--- src/sv/psr_pkg.sv ---
// Package for the P-256 Solinas reduction core: shared types, widths and constants.
// No dependencies; every other file but psr_channel_if imports it.
package psr_pkg;

   localparam int WORD_W  = 64;
   localparam int LIMB_W  = 32;
   localparam int NUM_COL = 8;
   localparam int COL_W   = 36;
   localparam int SUM_W   = 264;
   localparam int FOLD_W  = 258;

   typedef logic [7:0][WORD_W-1:0] wide_type;
   typedef logic [3:0][WORD_W-1:0] narrow_type;
   typedef logic signed [COL_W-1:0] col_type;
   typedef col_type cols_type [0:NUM_COL-1];
   typedef logic signed [SUM_W-1:0] sum_type;
   typedef logic signed [FOLD_W-1:0] fold_type;

   // p = 2^256 - 2^224 + 2^192 + 2^96 - 1
   localparam logic [255:0] PRIME =
      256'hFFFFFFFF_00000001_00000000_00000000_00000000_FFFFFFFF_FFFFFFFF_FFFFFFFF;

   // 4p split into 32-bit limbs, low first; the ninth limb (3) is in TOP_BIAS
   localparam col_type BIAS4P [0:NUM_COL-1] = '{
      36'sh0FFFFFFFC, 36'sh0FFFFFFFF, 36'sh0FFFFFFFF, 36'sh000000003,
      36'sh000000000, 36'sh000000000, 36'sh000000004, 36'sh0FFFFFFFC
   };

   localparam logic [SUM_W-1:0] TOP_BIAS =
      264'h03_00000000_00000000_00000000_00000000_00000000_00000000_00000000_00000000;

   // column carries travel offset by 8 in each 4-bit slot; this removes the offset
   localparam logic [SUM_W-1:0] SLOT_OFFSET =
      264'h08_00000008_00000008_00000008_00000008_00000008_00000008_00000008_00000000;

endpackage

--- src/sv/psr_carry.sv ---
// Resolves the overlapping column sums into one signed 264-bit total.
// Depends on psr_pkg.
module psr_carry
   import psr_pkg::*;
(
   input  cols_type cols,
   output sum_type  total
);

   logic [SUM_W-1:0] low_bits;
   logic [SUM_W-1:0] carry_bits;

   // each column carry lies in -4..7, held as carry+8 (top bit flipped)
   always_comb begin
      low_bits   = '0;
      carry_bits = '0;
      for (int k = 0; k < NUM_COL; k++) begin
         low_bits[k * LIMB_W +: LIMB_W]       = cols[k][LIMB_W-1:0];
         carry_bits[(k + 1) * LIMB_W +: 4]    = {~cols[k][COL_W-1], cols[k][COL_W-2:LIMB_W]};
      end
   end

   assign total = $signed(low_bits + carry_bits + TOP_BIAS - SLOT_OFFSET);

endmodule

--- config.mk ---
export PLATFORM = sky130hd
export DESIGN_NAME = psr_carry
export DESIGN_NICKNAME = d
export VERILOG_FILES = /design/src/sv/psr_pkg.sv /design/src/sv/psr_carry.sv
export SDC_FILE = /design/constraint.sdc
export NUM_CORES = 1
export LEC_CHECK = 0
export BUFFER_PORTS_ARGS = -buffer_cell sky130_fd_sc_hd__buf_2
export CORE_AREA = 2 2 213 215
export DETAILED_ROUTE_END_ITERATION = 12
export DIE_AREA = 0 0 215 217
export PLACE_DENSITY = 0.66
export SLEW_MARGIN = 25
export SYNTH_ARGS = -nofsm -noshare
export SYNTH_HDL_FRONTEND = slang
export SYNTH_SLANG_ARGS = --single-unit
export TNS_END_PERCENT = 5
--- constraint.sdc ---
create_clock -name vclk -period 9.1
set_input_delay 2.275 -clock vclk [all_inputs]
set_output_delay 2.275 -clock vclk [all_outputs]
set_load 0.02 [all_outputs]
==> flow_summary.json <==
{
  "critPathRequiredTime_ns": 6.83,
  "layoutNonFillerInstCount": 3977,
  "dp.cells": 3970,
  "nets": 3915,
  "slowest_stage": "a21oi_1",
  "slew_viol_final": 0,
  "syn_inst": 2967,
  "worst_ep_arrival_time_ns": 6.72,
  "ys_seq_area_frac": 0,
  "grt_pass1_vias": 21835,
  "min_path_cells": 0,
  "die_w_um": 215,
  "end_kind": "output pin",
  "max-cap-violations": 0,
  "die_h_um": 217,
  "crit_family": "compound AO/OA/AOI/OAI gates",
  "max_stage_delay_ns": 0.44,
  "critical_path_buf_inv_count": 2,
  "final-setup-viol-count": 0,
  "syn_area_per_cell_um2": 6.06,
  "area_growth_pct": 16.8,
  "power_leakage_nw": 10.3,
  "switchingPower_mw": 1.46,
  "worst_setup_path_start_kind": "input pin",
  "crit_chain": "buf_2 > ha_1 > ha_1 > a211oi_1 > o211ai_1 > a21oi_1 > nor3_1 > o21ai_0 > a31oi_1 > o2111ai_1 > a31oi_2 > a31o_2 > a21o_1 > a21oi_1 > o221ai_1 > xnor2_1 > buf_2",
  "grt_overflow": 0,
  "critical_path_class": "in -> out",
  "final-seq-area_um2": 0,
  "drt-initial-drc-count": 1943,
  "max_freq_mhz": 111,
  "dr.pass1.iters": 6,
  "nFlopsAndLatches": 0,
  "worst_hold_path_type": "in -> out",
  "dp_slack_ns": -0.0104,
  "vias": 23350,
  "ios": 552,
  "gp_congestion": 1.05,
  "ir_worst_vdd_v": 0.0000686,
  "port_buffers": 488,
  "pwr-share-clk": 0,
  "fin_area_mm2": 0.0210,
  "routed_via_density": 5.87,
  "drc": 0,
  "layout_commonest_cell": "buf_2",
  "hpwl_um": 73200,
  "dieArea_mm2": 0.0467,
  "path_depth": 17,
  "timing.final.ws_setup_ns": 0.108,
  "yosysWarnings": 0,
  "power_density_mw_per_mm2": 105,
  "status": "finished, final reports clean",
  "placed_area_mm2": 0.0209,
  "tightest_slew_ns": 0.837,
  "wl_per_cell_um": 20.5,
  "grt_max_degree": 11,
  "period_needed_ns": 8.99,
  "grtUsageTotal": 0.329,
  "synth.net_count": 3510,
  "netSwitchingFraction": 0.661,
  "rsz0062_at_grt": "true",
  "wl_um": 81600,
  "antenna_found_initial": 15,
  "num_rows": 78,
  "hold_viol_final": 0,
  "core_mm2": 0.0447,
  "post-route-period-util": 0.988,
  "hold_buffers": 0,
  "drive_gt1_frac": 0.184,
  "max-slew-margin-rel": 0.437,
  "critPathMaxFanout": 4,
  "seq_power_share": 0,
  "fillers": 5024,
  "antenna_left": 0,
  "clkbuf_count": 0,
  "internal-power_mw": 0.748,
  "final_cell_mix": "buf_2, a21oi_1, inv_1",
  "finalSetupTns_ns": 0,
  "yosysUniqueCellTypes": 78,
  "pwr-share-comb": 1.000,
  "synth_area_mm2": 0.0180,
  "grt_pass1_wl_um": 123000,
  "initial_core_util": 0.403
}
-- through the flow --
| stage | total power [mW] | hold WS (ns) | utilization |
|---|---|---|---|
| 2_1_floorplan | 1.41 | 4.66 | - |
| 3_3_place_gp | 2.16 | 4.55 | 0.468 |
| 3_5_place_dp | 2.15 | 4.55 | 0.468 |
| 4_1_cts | 2.16 | 4.55 | 0.468 |
| 5_1_grt | 2.36 | 4.55 | 0.470 |
| 6_report | 2.21 | 4.55 | 0.470 |
-- logic make-up (layout without fill, tap and decap cells) --
kind of cell               Yosys count  count (layout)  synth area share
and+or+nand+nor                    901             901             0.235
other                                0               7                 0
AOI/OAI and AO/OA                 1055            1055             0.353
xor gates and xnor gates           225             225             0.110
adders and majority gates          255             255             0.178
buffers and inverters              531             934             0.125
-- Yosys cell counts (19+ instances only) --
cell	instances	share of area
nand3_1	31	0.0086
xor2_1	92	0.045
a21o_1	76	0.032
a21boi_0	20	0.0083
ha_1	254	0.18
o21ai_0	249	0.069
nor3_1	56	0.016
nor4_1	21	0.0073
inv_1	370	0.077
nor2b_1	19	0.0066
a21oi_1	428	0.12
o21bai_1	100	0.042
clkbuf_1	86	0.018
nand2_1	320	0.067
nor2_1	232	0.048
nand2b_1	19	0.0066
a31oi_1	27	0.0094
nand4_1	132	0.046
xnor2_1	133	0.065
o21a_1	22	0.0092
buf_2	29	0.0081
buf_4	37	0.015
-- power groups by stage --
stage	Clock, mW	Sequential [mW]	Combinational (mW)
finish	0.000000104	0	2.21
global route	0.0000000737	0	2.36
CTS	0	0	2.16
detailed placement	0	0	2.15
global placement	0	0	2.16
floorplan	0	0	1.41
-- area by class of cell --
class	instances	area, um2	share of cell area
inverters	370	1390	0.0661
multi-input cells	2436	15900	0.754
well taps	600	751	0.0357
diodes	7	17.5	0.000833
repair buffers	564	3010	0.143
-- timing repair --
| action | CTS | global route |
|---|---|---|
| buffers inserted | 0 | 0 |
| resized for setup | 3 | 20 |
| setup endpoints to repair | 5 | 26 |
-- path summary, 6_finish.rpt --
kind	startpoint	end	slack [ns]
setup / recovery	cols[218]	total[252]	0.11
hold / removal	cols[265]	total[13]	4.55
-- per-layer routing --
layer / routed length [um] / up-vias / GRT usage
li1: - / 11334 / -
met1: 34600 / 10739 / 0.429
met2: 36600 / 1103 / 0.555
met3: 7570 / 162 / 0.0569
met4: 2810 / 12 / 0.0954
met5: 83 / - / 0
Note: power is estimated with default switching activity, not from simulation.
