==> src/sv/psr_pkg.sv <==
// Package for the P-256 Solinas reduction core: shared types, widths and constants.
// No dependencies; every other file but psr_channel_if imports it.
package psr_pkg;

   localparam int WORD_W  = 64;
   localparam int LIMB_W  = 32;
   localparam int NUM_COL = 8;
   localparam int COL_W   = 36;
   localparam int SUM_W   = 264;
   localparam int FOLD_W  = 258;

   typedef logic [7:0][WORD_W-1:0] wide_type;
   typedef logic [3:0][WORD_W-1:0] narrow_type;
   typedef logic signed [COL_W-1:0] col_type;
   typedef col_type cols_type [0:NUM_COL-1];
   typedef logic signed [SUM_W-1:0] sum_type;
   typedef logic signed [FOLD_W-1:0] fold_type;

   // p = 2^256 - 2^224 + 2^192 + 2^96 - 1
   localparam logic [255:0] PRIME =
      256'hFFFFFFFF_00000001_00000000_00000000_00000000_FFFFFFFF_FFFFFFFF_FFFFFFFF;

   // 4p split into 32-bit limbs, low first; the ninth limb (3) is in TOP_BIAS
   localparam col_type BIAS4P [0:NUM_COL-1] = '{
      36'sh0FFFFFFFC, 36'sh0FFFFFFFF, 36'sh0FFFFFFFF, 36'sh000000003,
      36'sh000000000, 36'sh000000000, 36'sh000000004, 36'sh0FFFFFFFC
   };

   localparam logic [SUM_W-1:0] TOP_BIAS =
      264'h03_00000000_00000000_00000000_00000000_00000000_00000000_00000000_00000000;

   // column carries travel offset by 8 in each 4-bit slot; this removes the offset
   localparam logic [SUM_W-1:0] SLOT_OFFSET =
      264'h08_00000008_00000008_00000008_00000008_00000008_00000008_00000008_00000000;

endpackage

==> src/sv/psr_columns.sv <==
// Column sums of the P-256 reduction identity, each biased by a limb of 4p.
// Depends on psr_pkg.
module psr_columns
   import psr_pkg::*;
(
   input  wide_type words,
   output cols_type cols
);

   col_type x [0:15];

   always_comb begin
      for (int k = 0; k < 16; k++) begin
         x[k] = $signed({4'b0000, words[k >> 1][(k & 1) * LIMB_W +: LIMB_W]});
      end
   end

   always_comb begin
      cols[0] = BIAS4P[0] + x[0] + x[8] + x[9] - (x[11] + x[12] + x[13] + x[14]);
      cols[1] = BIAS4P[1] + x[1] + x[9] + x[10] - (x[12] + x[13] + x[14] + x[15]);
      cols[2] = BIAS4P[2] + x[2] + x[10] + x[11] - (x[13] + x[14] + x[15]);
      cols[3] = BIAS4P[3] + x[3] + ((x[11] + x[12]) <<< 1) + x[13]
                - (x[15] + x[8] + x[9]);
      cols[4] = BIAS4P[4] + x[4] + ((x[12] + x[13]) <<< 1) + x[14] - (x[9] + x[10]);
      cols[5] = BIAS4P[5] + x[5] + ((x[13] + x[14]) <<< 1) + x[15] - (x[10] + x[11]);
      cols[6] = BIAS4P[6] + x[6] + x[13] + x[14] + (x[14] <<< 1) + (x[15] <<< 1)
                - (x[8] + x[9]);
      cols[7] = BIAS4P[7] + x[7] + x[15] + (x[15] <<< 1) + x[8]
                - (x[10] + x[11] + x[12] + x[13]);
   end

endmodule

==> config.mk <==
export PLATFORM = sky130hd
export DESIGN_NAME = psr_columns
export DESIGN_NICKNAME = d
export VERILOG_FILES = /design/src/sv/psr_pkg.sv /design/src/sv/psr_columns.sv
export SDC_FILE = /design/constraint.sdc
export NUM_CORES = 2
export LEC_CHECK = 0
export BUFFER_PORTS_ARGS = -buffer_cell sky130_fd_sc_hd__buf_2
export CAP_MARGIN = 20
export CORE_ASPECT_RATIO = 2
export CORE_MARGIN = 4
export CORE_UTILIZATION = 25
export DETAILED_ROUTE_END_ITERATION = 7
export SLEW_MARGIN = 40
export SYNTH_ARGS = -nofsm -noshare
export SYNTH_HDL_FRONTEND = slang
export SYNTH_SLANG_ARGS = --single-unit
==> constraint.sdc <==
create_clock -name vclk -period 9.2
set_input_delay 1.38 -clock vclk [all_inputs]
set_output_delay 1.38 -clock vclk [all_outputs]
set_load 0.1 [all_outputs]
==> run_results.csv <==
group,metric,value,unit
die,ios,800,
logic_synthesis,synth_top_area_frac,0.281,
logic_synthesis,synthTopCellsByArea,"fa_1 28%, ha_1 20%, inv_1 11%",
placement,io_buffers,800,
cells_and_area,multiInputGateArea,49500,um^2
critical_path,critical_path_class,"in2out",
timing,finalMaxSlewViolations,0,
grt,grtUsageMet2,0.468,
logic_synthesis,synth_top_area_cell,"fa_1",
critical_path,cpPeakStageDelay,0.50,ns
critical_path,endpoint_kind,"output pin",
critical_path,crit_fanout,3,
cells_and_area,fin_nets,10400,
grt,grt_use_met1,0.279,
logic_synthesis,syn_area,53000,um^2
cells_and_area,area_delta_synth_final,38.2,%
detailed_routing,drtPass1Iterations,6,
grt,grt_most_used_layer,"met2",
placement,routabilityCongestion,1.03,
status,violations,"negative setup slack",
cells_and_area,drive_gt1_frac,0.269,
timing,finalHoldViolations,0,
logic_synthesis,synth.yosys.seq_area_share,0,
die,initial_utilization,0.252,
logic_synthesis,synth_cell_types,96,
timing,timing.fmax,108,MHz
timing,period_minus_slack,9.26,ns
grt,grt_pass1_wl,418,mm
cells_and_area,utilization,0.348,
clock_network,postCtsHoldBufs,0,
logic_synthesis,synth_area_per_cell,8.11,um^2
critical_path,cpLargestDelayFamily,"compound AO/OA/AOI/OAI gates",
flow_run,maxCapViolCount,0,
grt,antenna_found_initial,135,
critical_path,cp_num_buf_inv,7,
timing,finalSetupViolations,6,
logic_synthesis,yosysWarnings,0,
critical_path,cp_slowest_cell,"fa_1",
cells_and_area,final_cell_mix,"1576 x inv_1, 949 x buf_4, 814 x ha_1",
grt,grt_pass1_vias,55700,
detailed_routing,drt-vias-per-instance,4.88,
detailed_routing,drc,0,
die,die-area,220000,um^2
critical_path,cp.arrival,7.88,ns
grt,globalRouteOverflowTotal,0,
die,core,211000,um^2
detailed_routing,num_vias,53900,
die,rows,238,
hold_path,worstHoldPathType,"in2out",
grt,grtUsageMet3,0.0456,
status,outcome,"finished, violations left",
detailed_routing,ant_nets,0,
grt,grt_max_degree,12,
detailed_routing,drtIter0Drc,3329,
critical_path,timing.critical_path.mode_cell,"o21a_1",
die,die_h,659,um
cells_and_area,n_fill_cell,22000,
timing,rsz0062_at_grt,"true",
critical_path,crit_path_start_kind,"input port",
logic_synthesis,syn_inst,6533,
placement,dpl.hpwl,288,mm
cells_and_area,nFlopsAndLatches,0,
critical_path,worstPathRequired,7.82,ns
timing,fin_ws,-0.0562,ns
cells_and_area,seqCellArea,0,um^2
timing,fin_crit_sh,1.01,
timing,relSlewSlack,0.444,
logic_synthesis,syn_nets,8653,
die,chipWidth,334,um
cells_and_area,clkbuf_count,0,
cells_and_area,final_common_cell,"inv_1",
grt,track_usage,0.272,
detailed_routing,post_drt_wl_per_cell,28.1,um
timing,worstMarginPinSlew,0.833,ns
detailed_routing,finalWirelength,311,mm
==> worst paths after layout <==
kind	from	end	slack [ns]	cells past startpoint
max	words[289]	cols[63]	-0.06	31
min	words[96]	cols[144]	3.40	5
==> layer usage <==
metal	up-vias	wire, um
met4	82	38100
met3	668	19400
li1	25000	-
met2	2195	148000
met5	-	577
met1	26000	105000
==> metrics by stage <==
stage	TNS, ns	hold WS (ns)	std cells	worst slack (ns)	cell area, um^2
2_1_floorplan	-0.129	3.26	6533	-0.0742	53400
3_3_place_gp	-17.93	3.41	11000	-0.829	70100
3_5_place_dp	-17.56	3.40	11000	-0.721	70100
4_1_cts	-0.209	3.40	11000	-0.0892	71300
5_1_grt	-4.46	3.45	11000	-0.290	73100
6_report	-0.192	3.40	11100	-0.0562	73200
==> cells in the mapped netlist, types with 9 or more instances <==
cell type	n
nand2b_1	71
o21a_1	67
or2_2	13
a21oi_1	505
a221o_1	10
o31ai_1	31
nor4_1	12
and2_1	39
fa_1	743
nor2_1	275
xnor2_1	335
a211o_1	16
o21ai_0	249
nand3_1	118
a31oi_1	58
a211oi_1	43
ha_1	865
a21boi_0	12
a311oi_1	12
a31o_2	13
nand2_1	237
a41o_1	9
nor2b_1	73
inv_1	1593
and4_1	11
o211ai_1	31
a221oi_1	10
a21o_1	342
o31a_1	9
clkbuf_1	51
a41oi_1	13
or3_1	23
a311o_1	11
nor3_1	60
o21ai_1	17
and3_1	45
nor3b_1	13
nand4_1	50
o21bai_1	83
xor2_1	222
==> final cells by class <==
cell class | count | area share
timing repair buffer | 1773 | 0.193
multi-input combinational | 4882 | 0.676
inverter | 1593 | 0.0818
tap | 2760 | 0.0472
antenna | 55 | 0.00188
==> kinds of logic (layout without fill, tap and decap cells) <==
| logic type | after synthesis | after routing | share of synthesized area |
|---|---|---|---|
| AO/OA/AOI/OAI | 1651 | 1651 | 0.206 |
| XOR/XNOR | 557 | 557 | 0.0921 |
| adder cells (fa/ha/maj) | 1608 | 1608 | 0.485 |
| buffers and inverters | 1651 | 3366 | 0.117 |
| multiplexers | 2 | 2 | 0.000378 |
| AND/OR/NAND/NOR | 1064 | 1064 | 0.0993 |
| other | 0 | 55 | 0 |
==> what timing repair did <==
item / CTS / global route
buffers inserted: 19 / 46
resized for setup: 210 / 281
pin swaps: 119 / 187
setup endpoints to repair: 68 / 89
Power is not shown: default switching activity piles up to over one toggle a cycle in this logic, so the estimate is an artifact.
